File: src/sv/ccdf_pkg.sv
// Package for the cycle count decimal formatter.
// Holds widths, line layout helpers and the sequencer state type.
// No dependencies.
`default_nettype none

package ccdf_pkg;

  localparam int CountW     = 32;
  localparam int CharW      = 8;
  localparam int DigitW     = 4;
  localparam int DigitCount = 10;
  localparam int LineLen    = 24;
  localparam int ConvCntW   = $clog2(CountW);
  localparam int PosW       = $clog2(LineLen);

  localparam logic [ConvCntW-1:0] ConvLast  = ConvCntW'(CountW - 1);
  localparam logic [PosW-1:0]     PosLast   = PosW'(LineLen - 1);
  localparam logic [PosW-1:0]     PosTag    = '0;
  localparam logic [CharW-1:0]    AsciiZero = 8'h30;

  typedef enum logic [1:0] {
    ST_IDLE,
    ST_CONVERT,
    ST_EMIT
  } state_e;

  typedef struct packed {
    logic clear;
    logic conv;
    logic emit;
  } cell_ctrl_t;

  function automatic logic is_digit_pos(input logic [PosW-1:0] pos);
    return pos inside {PosW'(2), PosW'(4), PosW'(5), PosW'(6), PosW'(8), PosW'(9),
                       PosW'(10), PosW'(12), PosW'(13), PosW'(14)};
  endfunction

  function automatic logic [CharW-1:0] fixed_char(input logic [PosW-1:0] pos);
    logic [CharW-1:0] c;
    case (pos)
      PosW'(1):  c = ":";
      PosW'(3):  c = ",";
      PosW'(7):  c = ",";
      PosW'(11): c = ",";
      PosW'(15): c = " ";
      PosW'(16): c = "c";
      PosW'(17): c = "y";
      PosW'(18): c = "c";
      PosW'(19): c = "l";
      PosW'(20): c = "e";
      PosW'(21): c = "s";
      PosW'(22): c = 8'h0a;
      PosW'(23): c = 8'h0d;
      default:   c = '0;
    endcase
    return c;
  endfunction

endpackage

`default_nettype wire

File: src/sv/ccdf_in_if.sv
// Input channel: cycle count and tag byte with valid/ready.
// Depends on ccdf_pkg.
`default_nettype none

interface ccdf_in_if import ccdf_pkg::*; ();
  logic              valid;
  logic              ready;
  logic [CountW-1:0] cycle_count;
  logic [CharW-1:0]  tag_char;

  modport source (output valid, cycle_count, tag_char, input ready);
  modport sink   (input valid, cycle_count, tag_char, output ready);
endinterface

`default_nettype wire

File: src/sv/ccdf_out_if.sv
// Output channel: one text byte per transaction and a last-byte flag.
// Depends on ccdf_pkg.
`default_nettype none

interface ccdf_out_if import ccdf_pkg::*; ();
  logic             valid;
  logic             ready;
  logic [CharW-1:0] text_byte;
  logic             line_end;

  modport source (output valid, text_byte, line_end, input ready);
  modport sink   (input valid, text_byte, line_end, output ready);
endinterface

`default_nettype wire

File: src/sv/cycle_count_decimal_formatter.sv
// Top level: formats a 32-bit cycle count as a tagged 24-byte decimal text line.
// Depends on ccdf_pkg, ccdf_in_if, ccdf_out_if and ccdf_bcd_chain.
//
//   port    dir   modport  payload                       per transaction
//   in_i    in    sink     cycle_count[31:0], tag_char   one line request
//   out_o   out   source   text_byte[7:0], line_end      one character
//
// An item is accepted, then shifted one bit per step through the digit cell row
// (double dabble), then sends 24 output bytes at one per cycle when not stalled.
// Digits leave the top cell of the row, so each output byte waits on out_o.ready.
// Reset returns the sequencer to idle; digit and payload registers are not reset.
// in_i.ready is high only while idle.
`default_nettype none

module cycle_count_decimal_formatter import ccdf_pkg::*; (
  input  wire logic   clk_i,
  input  wire logic   rst_ni,
  ccdf_in_if.sink     in_i,
  ccdf_out_if.source  out_o
);

  state_e               state_q, state_d;
  logic [ConvCntW-1:0]  cnt_q, cnt_d;
  logic [PosW-1:0]      pos_q, pos_d;
  logic [CountW-1:0]    bin_q;
  logic [CharW-1:0]     tag_q;
  logic                 load;
  logic                 in_ready;
  logic                 out_valid;
  cell_ctrl_t           ctrl;
  logic [DigitW-1:0]    msd;

  always_ff @(posedge clk_i or negedge rst_ni) begin
    if (!rst_ni) begin
      state_q <= ST_IDLE;
      cnt_q   <= '0;
      pos_q   <= '0;
    end else begin
      state_q <= state_d;
      cnt_q   <= cnt_d;
      pos_q   <= pos_d;
    end
  end

  always_comb begin
    state_d   = state_q;
    cnt_d     = cnt_q;
    pos_d     = pos_q;
    in_ready  = 1'b0;
    out_valid = 1'b0;
    load      = 1'b0;
    ctrl      = '{clear: 1'b0, conv: 1'b0, emit: 1'b0};
    case (state_q)
      ST_IDLE: begin
        in_ready = 1'b1;
        if (in_i.valid) begin
          load       = 1'b1;
          ctrl.clear = 1'b1;
          cnt_d      = '0;
          state_d    = ST_CONVERT;
        end
      end
      ST_CONVERT: begin
        ctrl.conv = 1'b1;
        cnt_d     = cnt_q + ConvCntW'(1);
        if (cnt_q == ConvLast) begin
          pos_d   = '0;
          state_d = ST_EMIT;
        end
      end
      ST_EMIT: begin
        out_valid = 1'b1;
        if (out_o.ready) begin
          ctrl.emit = is_digit_pos(pos_q);
          pos_d     = pos_q + PosW'(1);
          if (pos_q == PosLast) begin
            state_d = ST_IDLE;
          end
        end
      end
      default: begin
        state_d = ST_IDLE;
      end
    endcase
  end

  always_ff @(posedge clk_i) begin
    if (load) begin
      bin_q <= in_i.cycle_count;
      tag_q <= in_i.tag_char;
    end else if (ctrl.conv) begin
      bin_q <= {bin_q[CountW-2:0], 1'b0};
    end
  end

  ccdf_bcd_chain u_chain (
    .clk_i  (clk_i),
    .ctrl_i (ctrl),
    .bit_i  (bin_q[CountW-1]),
    .msd_o  (msd)
  );

  always_comb begin
    if (pos_q == PosTag) begin
      out_o.text_byte = tag_q;
    end else if (is_digit_pos(pos_q)) begin
      out_o.text_byte = AsciiZero | {{(CharW-DigitW){1'b0}}, msd};
    end else begin
      out_o.text_byte = fixed_char(pos_q);
    end
  end

  assign out_o.line_end = (pos_q == PosLast);
  assign out_o.valid    = out_valid;
  assign in_i.ready     = in_ready;

endmodule

`default_nettype wire

File: src/sv/ccdf_bcd_cell.sv
// One decimal digit cell: add-3 and shift during conversion, digit shift on output.
// Depends on ccdf_pkg.
`default_nettype none

module ccdf_bcd_cell import ccdf_pkg::*; (
  input  wire logic              clk_i,
  input  wire cell_ctrl_t        ctrl_i,
  input  wire logic              shift_bit_i,
  input  wire logic [DigitW-1:0] load_digit_i,
  output logic                   carry_o,
  output logic [DigitW-1:0]      digit_o
);

  logic [DigitW-1:0] digit_q, digit_d, adj;

  always_comb begin
    adj = (digit_q >= DigitW'(5)) ? digit_q + DigitW'(3) : digit_q;
    digit_d = digit_q;
    if (ctrl_i.clear) begin
      digit_d = '0;
    end else if (ctrl_i.conv) begin
      digit_d = {adj[DigitW-2:0], shift_bit_i};
    end else if (ctrl_i.emit) begin
      digit_d = load_digit_i;
    end
  end

  always_ff @(posedge clk_i) begin
    digit_q <= digit_d;
  end

  assign carry_o = adj[DigitW-1];
  assign digit_o = digit_q;

endmodule

`default_nettype wire

File: src/sv/ccdf_bcd_chain.sv
// Row of digit cells, least significant first; bits enter at the bottom,
// digits leave at the top. Depends on ccdf_pkg and ccdf_bcd_cell.
`default_nettype none

module ccdf_bcd_chain import ccdf_pkg::*; (
  input  wire logic         clk_i,
  input  wire cell_ctrl_t   ctrl_i,
  input  wire logic         bit_i,
  output logic [DigitW-1:0] msd_o
);

  logic [DigitCount:0]    carry;
  logic [DigitW-1:0]      digit [DigitCount];
  logic [DigitW-1:0]      feed  [DigitCount];

  assign carry[0] = bit_i;

  for (genvar i = 0; i < DigitCount; i++) begin : g_cell
    if (i == 0) begin : g_first
      assign feed[i] = '0;
    end else begin : g_rest
      assign feed[i] = digit[i-1];
    end

    ccdf_bcd_cell u_cell (
      .clk_i        (clk_i),
      .ctrl_i       (ctrl_i),
      .shift_bit_i  (carry[i]),
      .load_digit_i (feed[i]),
      .carry_o      (carry[i+1]),
      .digit_o      (digit[i])
    );
  end

  assign msd_o = digit[DigitCount-1];

endmodule

`default_nettype wire

File: src/flat_wrapper.sv
// flat-port wrapper written by rule: the top's interface ports become plain ports
module cycle_count_decimal_formatter_flat import ccdf_pkg::*;
  (clk_i, rst_ni, in_i_valid, in_i_cycle_count, in_i_tag_char, in_i_ready, out_o_valid, out_o_text_byte, out_o_line_end, out_o_ready);
  ccdf_in_if in_i_i ();
  ccdf_out_if out_o_i ();
  input  wire logic clk_i;
  input  wire logic rst_ni;
  input wire logic [$bits(in_i_i.valid)-1:0] in_i_valid;
  input wire logic [$bits(in_i_i.cycle_count)-1:0] in_i_cycle_count;
  input wire logic [$bits(in_i_i.tag_char)-1:0] in_i_tag_char;
  output wire logic [$bits(in_i_i.ready)-1:0] in_i_ready;
  output wire logic [$bits(out_o_i.valid)-1:0] out_o_valid;
  output wire logic [$bits(out_o_i.text_byte)-1:0] out_o_text_byte;
  output wire logic [$bits(out_o_i.line_end)-1:0] out_o_line_end;
  input wire logic [$bits(out_o_i.ready)-1:0] out_o_ready;
  assign in_i_i.valid = in_i_valid;
  assign in_i_i.cycle_count = in_i_cycle_count;
  assign in_i_i.tag_char = in_i_tag_char;
  assign in_i_ready = in_i_i.ready;
  assign out_o_valid = out_o_i.valid;
  assign out_o_text_byte = out_o_i.text_byte;
  assign out_o_line_end = out_o_i.line_end;
  assign out_o_i.ready = out_o_ready;
  cycle_count_decimal_formatter u_core (.clk_i(clk_i), .rst_ni(rst_ni), .in_i(in_i_i), .out_o(out_o_i));
endmodule
File: config.mk
export PLATFORM = sky130hd
export DESIGN_NAME = cycle_count_decimal_formatter_flat
export DESIGN_NICKNAME = d
export VERILOG_FILES = /design/src/sv/ccdf_pkg.sv /design/src/sv/ccdf_in_if.sv /design/src/sv/ccdf_out_if.sv /design/src/sv/cycle_count_decimal_formatter.sv /design/src/sv/ccdf_bcd_cell.sv /design/src/sv/ccdf_bcd_chain.sv /design/src/flat_wrapper.sv
export SDC_FILE = /design/constraint.sdc
export NUM_CORES = 1
export LEC_CHECK = 0
export BUFFER_PORTS_ARGS = -buffer_cell sky130_fd_sc_hd__buf_2
export CORE_MARGIN = 5
export CORE_UTILIZATION = 66
export CTS_BUF_LIST = sky130_fd_sc_hd__clkbuf_8
export DETAILED_ROUTE_END_ITERATION = 8
export GPL_TIMING_DRIVEN = 0
export PLACE_DENSITY = 0.88
export REMOVE_ABC_BUFFERS = 1
export SLEW_MARGIN = 10
export SYNTH_ARGS = -nofsm -noshare
export SYNTH_HDL_FRONTEND = slang
export SYNTH_SLANG_ARGS = --single-unit
File: constraint.sdc
create_clock -name clk_i -period 5.2 [get_ports clk_i]
set_clock_uncertainty 0.05 [all_clocks]
set_input_delay 0.26 -clock clk_i [delete_from_list [all_inputs] [get_ports clk_i]]
set_output_delay 0.26 -clock clk_i [all_outputs]
set_load 0.05 [all_outputs]
# == Word level (Yosys, flattened, before mapping) ==
# Memories as Yosys holds them, arrays and structs flattened.
# Index checks and enable logic that the tools add are counted.
# op_classes
eq_ne,18
add_sub_neg,12
n_reduce_logical,10
n_lt_le_gt_ge,10
n_mux,51
# op_table
operator,n
$mux 4,29
$mux 32,2
$ge 4x3->1 const B,10
$add 4x2->4 const B,9
$eq 5x4->1 const B,6
$pmux 5 s2,2
$mux 8,2
$eq 5x3->1 const B,3
$mux 5,3
$add 5x1->5 const B,2
$eq 5x5->1 const B,2
$reduce_bool 10->1,1
$mux 2,4
$reduce_bool 2->1,4
$mux 1,7
$ne 2x2->1 const B,3
$pmux 2 s3,1
$eq 5x2->1 const B,1
$logic_not 5->1,1
$reduce_and 4->1,1
$add 3x2->3 const B,1
$mux 3,1
$reduce_and 3->1,1
$eq 2x1->1 const B,1
other kinds (4),4
# word_totals
regBits,92
output_inout_bits,11
input_bits,44
word_cells,117
rom_bits,224
mem_count,1
# memory_table
memory,words,word_bits,rd,rd_clocked_by_memory_dff,write_ports,line,rtl
(no name shown),32,7,1,0,0,ccdf_pkg.sv:40,case (pos)

# == Longest topological paths before layout ==
# Gate-level depths: netlist (run 1).
# depth
ltp_word,6
ltp_mapped,9
ltp_nobuf,6

# == Hierarchy ==
# A second synthesis (run 1) with hierarchy kept.
# hier_totals
hier_cells,611
hier_area_um2,5376.4
# by_module_without_submodules
module,cells_each,area_each_um2,n_inst
ccdf_bcd_cell,35,280.3,10
cycle_count_decimal_formatter,260,2570.0,1
ccdf_bcd_chain,1,3.8,1

# == Least setup slack after synthesis (run 1) ==
# Ideal clock, no wire load.
# synth_path
path_type,register to output
start,register u_core.pos_q[0]
end,output port out_o_text_byte[2]
setup_slack_ps,2416
arrival_time_ps,2474
stages_incl_launch_ff,8
path_cell_list,dfrtp_1 -> inv_1 -> ha_1 -> buf_2 -> o22ai_1 -> a21oi_1 -> a221oi_1 -> o21ai_0
# synth_via
elab_chain_len,4
elab_cells_between_ends,15
classes_between,eq/ne (10); mux (2); reduce/logical (2); memory (1)
# synth_lines
element,line,rtl
start: declaration,cycle_count_decimal_formatter.sv:24,"logic [PosW-1:0] pos_q, pos_d;"
start signal: assignment,cycle_count_decimal_formatter.sv:41,pos_q <= pos_d;
branches (longest 3 deep; another with $mem_v2 32x7),--,
$mux 8 (*),cycle_count_decimal_formatter.sv:104,if (pos_q == PosTag) begin
end: declaration,flat_wrapper.sv:13,output wire logic [$bits(out_o_i.text_byte)-1:0] out_o_text_byte;
# Every way passes the cells marked *.

# == Worst setup path after layout (run 1) ==
# layout_path
start,register u_core.state_q[1]
end,register u_core.bin_q[3] (enable)
# layout_via
elab_chain_len,3
elab_cells_between_ends,5
classes_between,eq/ne (1); mux (2); reduce/logical (2)
# layout_lines
element,line,rtl
start: declaration,cycle_count_decimal_formatter.sv:22,"state_e state_q, state_d;"
start signal: assignment,cycle_count_decimal_formatter.sv:39,state_q <= state_d;
$eq 2x1->1 / $logic_not 2->1 (equally long branches),cycle_count_decimal_formatter.sv:53,case (state_q)
$mux 1,cycle_count_decimal_formatter.sv:53,
$reduce_bool 2->1 (no line) (*),--,
end signal: assignment,cycle_count_decimal_formatter.sv:89,bin_q <= in_i.cycle_count;
end signal: assignment,cycle_count_decimal_formatter.sv:92,"bin_q <= {bin_q[CountW-2:0], 1'b0};"
end: declaration,cycle_count_decimal_formatter.sv:25,logic [CountW-1:0] bin_q;
# Mark *: on every way between the ends. The rest lies on a longest branch, timed or not.
# A chain may end at the register's enable or synchronous reset.

==> run_results.csv, run 1 <==
group,metric,value,unit
place,place_congestion,0.8456,
timing,post-route-period-util,82.58,%
timing,tightest_slew,1187,ps
global_route,grt_overflow_total,0,
timing,maxSlewHeadroom,20.58,%
cells_and_area,fill_cells,573,
timing,whs,14.34,ps
worst_setup_path,ff2ff_path_depth,6,
cells_and_area,final_util,74.03,%
route,wl_per_cell,15.60,um
logic_synthesis,yosysSeqAreaShare,42.74,%
place,place_inst,732,
job,cap_violations,0,
timing,setup_viol,0,
worst_setup_path,cp_data_arrival_time,4010,ps
clock_network,clk_path_buf_depth,2,
floorplan,row_count,33,
worst_setup_path,cp.depth,6,
logic_synthesis,synth_warnings,0,
clock_network,cts_root_buffer,"clkbuf_8",
clock_network,path_clk_slew,100,ps
cells_and_area,layout_common_cells,"nand2_1, buf_2, nor2_1, edfxtp_1, dfxtp_1",
clock_network,cts_tree,"built",
power,power_density,682.3,mW/mm^2
place,hpwl,7519,um
global_route,grtUsageTotal,24.45,%
cells_and_area,fin_cells,756,
timing,worst_slack,906.0,ps
timing,min_period,4294,ps
clock_network,cts_inserted_buffers,9,
floorplan,fp.dieH,100.3,um
route,vias,4558,
route,drc,0,
logic_synthesis,synth_cell_types,48,
route,first_pass_iters,5,
floorplan,fp.coreArea,0.008093,sq mm
place,port-buffer-count,54,
worst_setup_path,slowest_stage,"clkinv_1",
worst_setup_path,worstSetupPathType,"reg2reg",
worst_setup_path,cp-end-kind,"register",
cells_and_area,drive_gt1_share,15.67,%
clock_network,postCtsResizedCells,0,
route,drt.antenna.violating_nets,0,
logic_synthesis,ys_ff_latch,92,
floorplan,chipWidth,100.3,um
logic_synthesis,avgSynthCellArea,8.933,sq um
worst_hold_path,hold_path_class,"in2reg",
global_route,grt_pass1_vias,4450,
worst_setup_path,crit_buf_inv,3,
logic_synthesis,async_flop_share,13.04,%
timing,hold_viol_final,0,
power,ir_drop,317.4,uV
global_route,antenna_found_initial,0,
clock_network,ctsHoldBuffers,8,
floorplan,boundaryPins,55,
logic_synthesis,synth-edff-count,40,
worst_hold_path,holdPathStages,1,
cells_and_area,antenna_cells,0,
logic_synthesis,syn_inst,603,
cells_and_area,final_nets,719,
worst_setup_path,required,4920,ps
worst_setup_path,critPathMaxFanout,50,
status,status,"completed",
worst_setup_path,crit_chain,"nor2_1 -> nand2_2 -> clkinv_2 -> buf_12 -> nor2_1 -> clkinv_1",
clock_network,cts_num_sinks,92,
route,wl,11800,um
cells_and_area,syn2layout_area_growth,11.22,%
floorplan,die_area,0.01007,sq mm
clock_network,clock_latency,380,ps
timing,finalMaxSlewViolations,0,
clock_network,htreeDepth,3,
floorplan,initial_core_util,66.56,%
worst_setup_path,crit_path_frequent_cell,"nor2_1",
logic_synthesis,synth.cell_area,0.005386,sq mm
worst_setup_path,critPathMaxStageDelay,950,ps
route,drt_iter0_markers,295,
timing,rsz0062_at_grt,"false",
worst_setup_path,critPathTopFamily,"buffers and inverters",
worst_setup_path,cp-start-kind,"register",
global_route,grt_pass1_wl,20020,um
route,via_per_inst,6.029,
power,p_leak,2.650,nW
place,place_ws,728.0,ps
logic_synthesis,synth_ff_type,"edfxtp_1",
clock_network,cts_setup_buffers,0,
power,fin_total_pwr,4.088,mW
cells_and_area,final_common_cell,"nand2_1",
global_route,grt_max_degree,51,
timing,max_freq,232.9,MHz
[worst register-to-register path: stages, from the launching register on]
cell      delay [ps]
dfrtp_1          500
nor2_1           100
nand2_2          550
clkinv_2         840
buf_12           430
nor2_1           250
clkinv_1         950
[flip-flops by register name, indices dropped and copies added, names as in the netlist]
register                              count
u_core.state_q                            2
u_core.tag_q                              8
u_core.pos_q                              5
u_core.bin_q                             32
u_core.cnt_q                              5
u_core.u_chain.g_cell.u_cell.digit_o     40
[power by group]
group	switching, mW	internal [mW]
clock network	0.292	0.235
registers	0.306	1.17
logic	1.19	0.894
total	1.79	2.30
[synthesized netlist by cell type (all sizes together), types with 14 or more instances]
cell type,number,area [sq um]
inv,27,101.4
nor2,40,150.1
nor4,21,250.2
nor3,28,140.1
a21oi,18,90.09
a211oi,22,177.7
buf,21,126.4
nand2b,14,87.58
edfxtp,40,1201
nand2,141,531.8
mux2i,19,190.2
ha,29,362.9
o21ai,27,135.1
dfxtp,40,800.8
[stage by stage]
step	setup TNS, ps	area [sq um]
floorplan	0	5215
global placement	-19620	5617
detailed placement	0	5697
CTS	0	5988
global route	0	5991
finish	0	5991
[worst paths after layout]
check | from | end | slack, ps
worst max-delay path | u_core.state_q[1] | u_core.bin_q[3] | 910
worst min register to register | u_core.bin_q[31] | u_core.u_chain.g_cell[0].u_cell.digit_o[0] | 470
worst max register to register | u_core.state_q[1] | u_core.bin_q[3] | 910
min in group asynchronous | rst_ni | u_core.state_q[0] | 240
worst min-delay path | in_i_tag_char[1] | u_core.tag_q[1] | 10
max in group asynchronous | rst_ni | u_core.cnt_q[1] | 4660
[layer usage]
layer / track usage, % / vias to the layer above / part of all wire [%] / routed length, um
met5: 0 / - / 0 / 0
met4: 10.98 / 0 / 2.3 / 266
met3: 4.309 / 31 / 5.0 / 588
met2: 41.39 / 154 / 50 / 5912
met1: 30.52 / 2160 / 43 / 5028
li1: - / 2213 / - / -
[logic make-up (layout without fill, tap and decap cells)]
| family | count (synthesis) | after routing | synth area share (%) |
|---|---|---|---|
| and+or+nand+nor | 289 | 289 | 26.97 |
| AOI/OAI and AO/OA | 100 | 100 | 12.73 |
| DFF | 92 | 92 | 42.74 |
| buffers and inverters | 61 | 109 | 5.133 |
| adders and majority gates | 29 | 29 | 6.736 |
| muxes | 20 | 20 | 3.740 |
| xor gates and xnor gates | 12 | 12 | 1.951 |
[layout make-up]
| class | count | area [sq um] | share of cell area [%] |
|---|---|---|---|
| Multi-Input combinational cell | 450 | 2829 | 47.22 |
| Sequential cell | 92 | 2302 | 38.43 |
| Timing Repair Buffer | 65 | 410.4 | 6.850 |
| Tap cell | 105 | 131.4 | 2.193 |
| Clock buffer | 9 | 123.9 | 2.068 |
| Inverter | 28 | 106.4 | 1.775 |
| Clock inverter | 7 | 87.58 | 1.462 |
(Power assumes the default switching activity.)
==> inputs of run 2 (changes only) <==
--- a/config.mk
+++ b/config.mk
@@ -7,11 +7,11 @@
 export LEC_CHECK = 0
 export BUFFER_PORTS_ARGS = -buffer_cell sky130_fd_sc_hd__buf_2
 export CORE_MARGIN = 5
-export CORE_UTILIZATION = 66
+export CORE_UTILIZATION = 61
 export CTS_BUF_LIST = sky130_fd_sc_hd__clkbuf_8
 export DETAILED_ROUTE_END_ITERATION = 8
 export GPL_TIMING_DRIVEN = 0
-export PLACE_DENSITY = 0.88
+export PLACE_DENSITY = 0.82
 export REMOVE_ABC_BUFFERS = 1
 export SLEW_MARGIN = 10
 export SYNTH_ARGS = -nofsm -noshare
==> constraint.sdc (replaced) <==
create_clock -name clk_i -period 4.4 [get_ports clk_i]
set_clock_uncertainty 0.05 [all_clocks]
set_input_delay 0.22 -clock clk_i [delete_from_list [all_inputs] [get_ports clk_i]]
set_output_delay 0.22 -clock clk_i [all_outputs]
set_load 0.05 [all_outputs]
==> run 2 against run 1 <==
Against the previous run:
- non-clock buffer count up 1
- final cell count rose by 0.53%
- highest routed layer unchanged
- design area down 0.40%
==> run_results.csv, run 2 (synthesis gave the netlist of run 1 again) <==
group,metric,value,unit
route,wl_per_cell,14.91,um
global_route,grtUsageTotal,21.00,%
global_route,grt_overflow_total,0,
floorplan,fp.dieH,104.0,um
worst_setup_path,crit_buf_inv,2,
floorplan,initial_core_util,62.07,%
clock_network,cts_root_buffer,"clkbuf_8",
worst_hold_path,hold_path_class,"in2reg",
cells_and_area,ff_latch_area,0.002302,sq mm
clock_network,path_clk_slew,100,ps
route,drt.antenna.violating_nets,0,
global_route,use_met3,3.973,%
timing,max_freq,252.3,MHz
clock_network,htreeDepth,3,
timing,tightest_slew,1212,ps
worst_setup_path,required,4120,ps
route,first_pass_iters,4,
timing,hold_viol_final,0,
global_route,grt_pass1_vias,4252,
clock_network,cts_setup_buffers,0,
cells_and_area,final_nets,720,
worst_setup_path,cp-start-kind,"register",
floorplan,row_count,34,
worst_setup_path,critPathMaxFanout,40,
worst_setup_path,critPathTopFamily,"buffers and inverters",
floorplan,chipWidth,104.0,um
worst_setup_path,worstSetupPathType,"reg2reg",
place,hpwl,7406,um
power,ir_drop,324.5,uV
cells_and_area,multi_input_area,0.002829,sq mm
worst_setup_path,cp_data_arrival_time,3680,ps
cells_and_area,fill_cells,708,
timing,min_period,3964,ps
job,cap_violations,0,
timing,setup_viol,0,
timing,rsz0062_at_grt,"false",
clock_network,clk_path_buf_depth,2,
global_route,grt_pass1_wl,19320,um
floorplan,boundaryPins,55,
cells_and_area,syn2layout_area_growth,10.78,%
status,status,"completed",
cells_and_area,drive_gt1_share,15.49,%
route,drc,0,
timing,tns,0,ps
worst_setup_path,crit_path_frequent_cell,"nor2_1",
floorplan,die_area,0.01081,sq mm
global_route,met2_usage,36.11,%
cells_and_area,final_util,68.76,%
cells_and_area,final_common_cell,"nand2_1",
worst_setup_path,crit_chain,"nor2_1 -> nand2_2 -> clkinv_2 -> nor2_1 -> clkinv_1",
clock_network,cts_inserted_buffers,9,
route,wl,11330,um
timing,finalMaxSlewViolations,0,
place,port-buffer-count,54,
power,power_density,787.2,mW/mm^2
place,place_congestion,0.8416,
route,drt_iter0_markers,220,
worst_setup_path,critPathMaxStageDelay,950,ps
global_route,met1_usage,26.53,%
cells_and_area,antenna_cells,0,
global_route,grt_max_degree,44,
clock_network,clock_latency,360,ps
route,via_per_inst,5.807,
power,p_leak,2.633,nW
timing,maxSlewHeadroom,18.95,%
worst_setup_path,cp-end-kind,"register",
cells_and_area,layout_common_cells,"nand2_1, buf_2, nor2_1, edfxtp_1, dfxtp_1",
clock_network,cts_num_sinks,92,
cells_and_area,largest_reg_flops,40,
global_route,antenna_found_initial,0,
clock_network,cts_tree,"built",
floorplan,fp.coreArea,0.008678,sq mm
worst_setup_path,slowest_stage,"clkinv_1",
timing,post-route-period-util,90.09,%
global_route,top_usage_layer,"met2",
route,vias,4413,
==> run 2: cell type report <==
cell class	count	area share, %
multi-input combinational	450	47.41
tap	108	2.265
timing repair buffer	66	7.046
clock buffer	9	2.076
sequential	92	38.58
inverter	28	1.782
clock inverter	7	0.8388
==> run 2: what timing repair did <==
item / 4_1_cts / 5_1_grt
endpoints found under the hold margin: 20 / 0
resized for setup: 0 / 0
hold buffers: 9 / 0
==> run 2: per-stage QoR <==
| stage | cells | setup slack, ps | power (mW) | hold slack, ps | area (sq um) |
|---|---|---|---|---|---|
| 5_1_grt | 760 | 25.90 | 5.093 | 43.93 | 5967 |
| 6_report | 760 | 436.2 | 4.697 | 55.88 | 5967 |
| 3_5_place_dp | 735 | 937.7 | 4.151 | 53.25 | 5703 |
| 2_1_floorplan | 570 | -92.11 | 3.629 | -125.6 | 5215 |
| 3_3_place_gp | 732 | -1502 | 4.016 | 50.11 | 5620 |
| 4_1_cts | 760 | 914.4 | 4.704 | 45.82 | 5967 |
==> run 2: where the power goes <==
group          total (mW)  internal, mW  switching (mW)
sequential           1.74          1.38           0.360
clock               0.524         0.208           0.316
combinational        2.43          1.05            1.38
total                4.70          2.65            2.05
==> run 2: worst register-to-register path, cell delays in order, from the launching register on <==
cell and delay, ps:
dfrtp_1 500, nor2_1 120, nand2_2 550, clkinv_2 730, nor2_1 450, clkinv_1 950
==> run 2: final timing paths <==
check | from | endpoint | slack (ps) | depth (start not counted)
setup / recovery | u_core.state_q[0] | u_core.bin_q[31] | 440 | 5
hold / removal | in_i_cycle_count[13] | u_core.bin_q[13] | 60 | 3
setup reg to reg | u_core.state_q[0] | u_core.bin_q[31] | 440 | 5
hold reg to reg | u_core.bin_q[31] | u_core.u_chain.g_cell[0].u_cell.digit_o[0] | 450 | 1
max in group asynchronous | rst_ni | u_core.cnt_q[1] | 3880 | 2
min in group asynchronous | rst_ni | u_core.pos_q[2] | 210 | 2
==> run 2: metal layers <==
layer | up-vias | share of wire, %
met4 | 0 | 1.7
met5 | - | 0
met1 | 2083 | 43
met2 | 106 | 51
met3 | 18 | 4.8
li1 | 2206 | -
==> inputs of run 3 (changes only) <==
--- a/config.mk
+++ b/config.mk
@@ -12,7 +12,6 @@
 export DETAILED_ROUTE_END_ITERATION = 8
 export GPL_TIMING_DRIVEN = 0
 export PLACE_DENSITY = 0.82
-export REMOVE_ABC_BUFFERS = 1
 export SLEW_MARGIN = 10
 export SYNTH_ARGS = -nofsm -noshare
 export SYNTH_HDL_FRONTEND = slang
==> run 3 against run 2 <==
Against the previous run:
- worst setup slack better by 1000 ps
- routed wire length up 20%
- critical path depth up 3
- design area up 1.9%
- clock power up 13%
- core utilization up 1.3 points
- via count up 7.8%
- sequential power about the same
- highest routed layer unchanged
- fmax up 35%
- register-to-register slack better by 1400 ps
- clock-buffer cell count unchanged
- die area unchanged
==> run_results.csv, run 3 (synthesis gave the netlist of run 1 again) <==
group,metric,value,unit
status,status,"completed",
route,via_per_inst,6.023,
route,wl,13570,um
global_route,antenna_found_initial,0,
floorplan,fp.coreArea,0.008678,sq mm
cells_and_area,syn2layout_area_growth,12.89,%
timing,tns,0,ps
timing,finalMaxSlewViolations,0,
floorplan,row_count,34,
worst_setup_path,cp-start-kind,"register",
global_route,grt_pass1_wl,22540,um
job,cap_violations,0,
worst_setup_path,cp-end-kind,"primary output",
worst_setup_path,cp_data_arrival_time,2660,ps
cells_and_area,layout_common_cells,"nand2_1, buf_2, nor2_1, edfxtp_1, dfxtp_1",
cells_and_area,fill_cells,716,
clock_network,cts_root_buffer,"clkbuf_8",
floorplan,fp.dieH,104.0,um
cells_and_area,final_util,70.07,%
timing,post-route-period-util,66.58,%
clock_network,cts_setup_buffers,0,
cells_and_area,antenna_cells,0,
route,wl_per_cell,17.17,um
route,drt_iter0_markers,302,
place,port-buffer-count,54,
worst_setup_path,required,4130,ps
power,p_leak,2.703,nW
floorplan,chipWidth,104.0,um
clock_network,htreeDepth,3,
cells_and_area,final_common_cell,"nand2_1",
timing,max_freq,341.4,MHz
clock_network,path_clk_slew,100,ps
floorplan,initial_core_util,62.07,%
global_route,grt_max_degree,33,
clock_network,clk_path_buf_depth,2,
cells_and_area,drive_gt1_share,16.86,%
timing,setup_viol,0,
place,hpwl,9369,um
worst_setup_path,worstSetupPathType,"reg2out",
worst_hold_path,hold_path_class,"in2reg",
cells_and_area,largest_reg_flops,40,
clock_network,cts_inserted_buffers,9,
clock_network,cts_num_sinks,92,
global_route,grt_overflow_total,0,
place,place_area,0.005792,sq mm
global_route,grtUsageTotal,25.13,%
cells_and_area,final_cell_area,0.006081,sq mm
logic_synthesis,syn_nets,676,
route,first_pass_iters,5,
clock_network,cts_tree,"built",
power,ir_drop,363.3,uV
route,drc,0,
route,drt.antenna.violating_nets,0,
floorplan,boundaryPins,55,
global_route,grt_pass1_vias,4698,
timing,tightest_slew,1168,ps
floorplan,die_area,0.01081,sq mm
timing,hold_viol_final,0,
timing,rsz0062_at_grt,"false",
timing,min_period,2929,ps
power,power_density,800.7,mW/mm^2
route,vias,4758,
worst_setup_path,critPathMaxFanout,8,
place,place_congestion,0.9284,
timing,maxSlewHeadroom,22.02,%
cells_and_area,final_nets,750,
clock_network,clock_latency,370,ps
-- run 3: cell count changes in the layout (fill, tap and decap cells not counted), moves of 2 or more --
cell      change
inv_6         -3
buf_2        +17
buf_6         +3
clkbuf_1     +12
buf_12        -3
clkinv_2      -2
clkinv_4      +2
-- run 3: layer usage --
layer / GRT usage [%] / up-vias / routed length, um
met1: 33.81 / 2281 / 5968
met3: 3.228 / 33 / 788
met2: 40.89 / 175 / 6474
li1: - / 2269 / -
met4: 10.45 / 0 / 336
met5: 0 / - / 0
-- run 3: critical path, cell delays in order (launching register included) --
cell and delay [ps]:
dfrtp_1 490, inv_1 180, ha_1 240, buf_2 180
o22ai_1 280, a21oi_1 230, a211o_1 280, a31oi_1 150
buf_2 280
-- run 3: final cells by class --
class	count	area (sq um)	area share (%)
repair buffers	63	360.3	5.926
flip-flops and latches	92	2302	37.86
plain buffers	33	171.4	2.819
inverters	28	105.1	1.728
clock inverters	7	75.07	1.235
clock buffers	9	123.9	2.037
well taps	108	135.1	2.222
multi-input cells	450	2808	46.17
-- run 3: where the power goes --
group | switching [mW] | internal [mW] | leakage [nW]
Clock | 0.329 | 0.265 | 0.0949
Sequential | 0.344 | 1.38 | 0.909
Combinational | 1.48 | 1.07 | 1.70
Total | 2.15 | 2.72 | 2.70
-- run 3: repair_timing --
item | CTS | global route
hold buffers | 9 | 0
setup endpoints to repair | 0 | 0
resized for setup | 0 | 0
hold endpoints to repair | 20 | 0
-- run 3: path summary, 6_finish.rpt --
| path | slack, ps | cells after the start | endpoint | start |
|---|---|---|---|---|
| max in group asynchronous | 3850 | 2 | u_core.pos_q[3] | rst_ni |
| min | 50 | 3 | u_core.bin_q[15] | in_i_cycle_count[15] |
| max | 1470 | 8 | out_o_text_byte[1] | u_core.pos_q[0] |
| min reg2reg | 430 | 1 | u_core.u_chain.g_cell[0].u_cell.digit_o[0] | u_core.bin_q[31] |
| min in group asynchronous | 220 | 2 | u_core.cnt_q[0] | rst_ni |
| max reg2reg | 1800 | 5 | u_core.bin_q[22] | u_core.state_q[0] |
-- run 3: stage by stage --
step	setup WS [ps]	instances	total power, mW	hold WS [ps]
after floorplan	1656	603	3.664	-125.6
after global placement	1799	765	4.111	59.36
after detailed placement	1785	765	4.254	63.47
after CTS	1521	790	4.848	49.69
after global routing	1261	790	5.231	44.83
final	1471	790	4.869	54.00
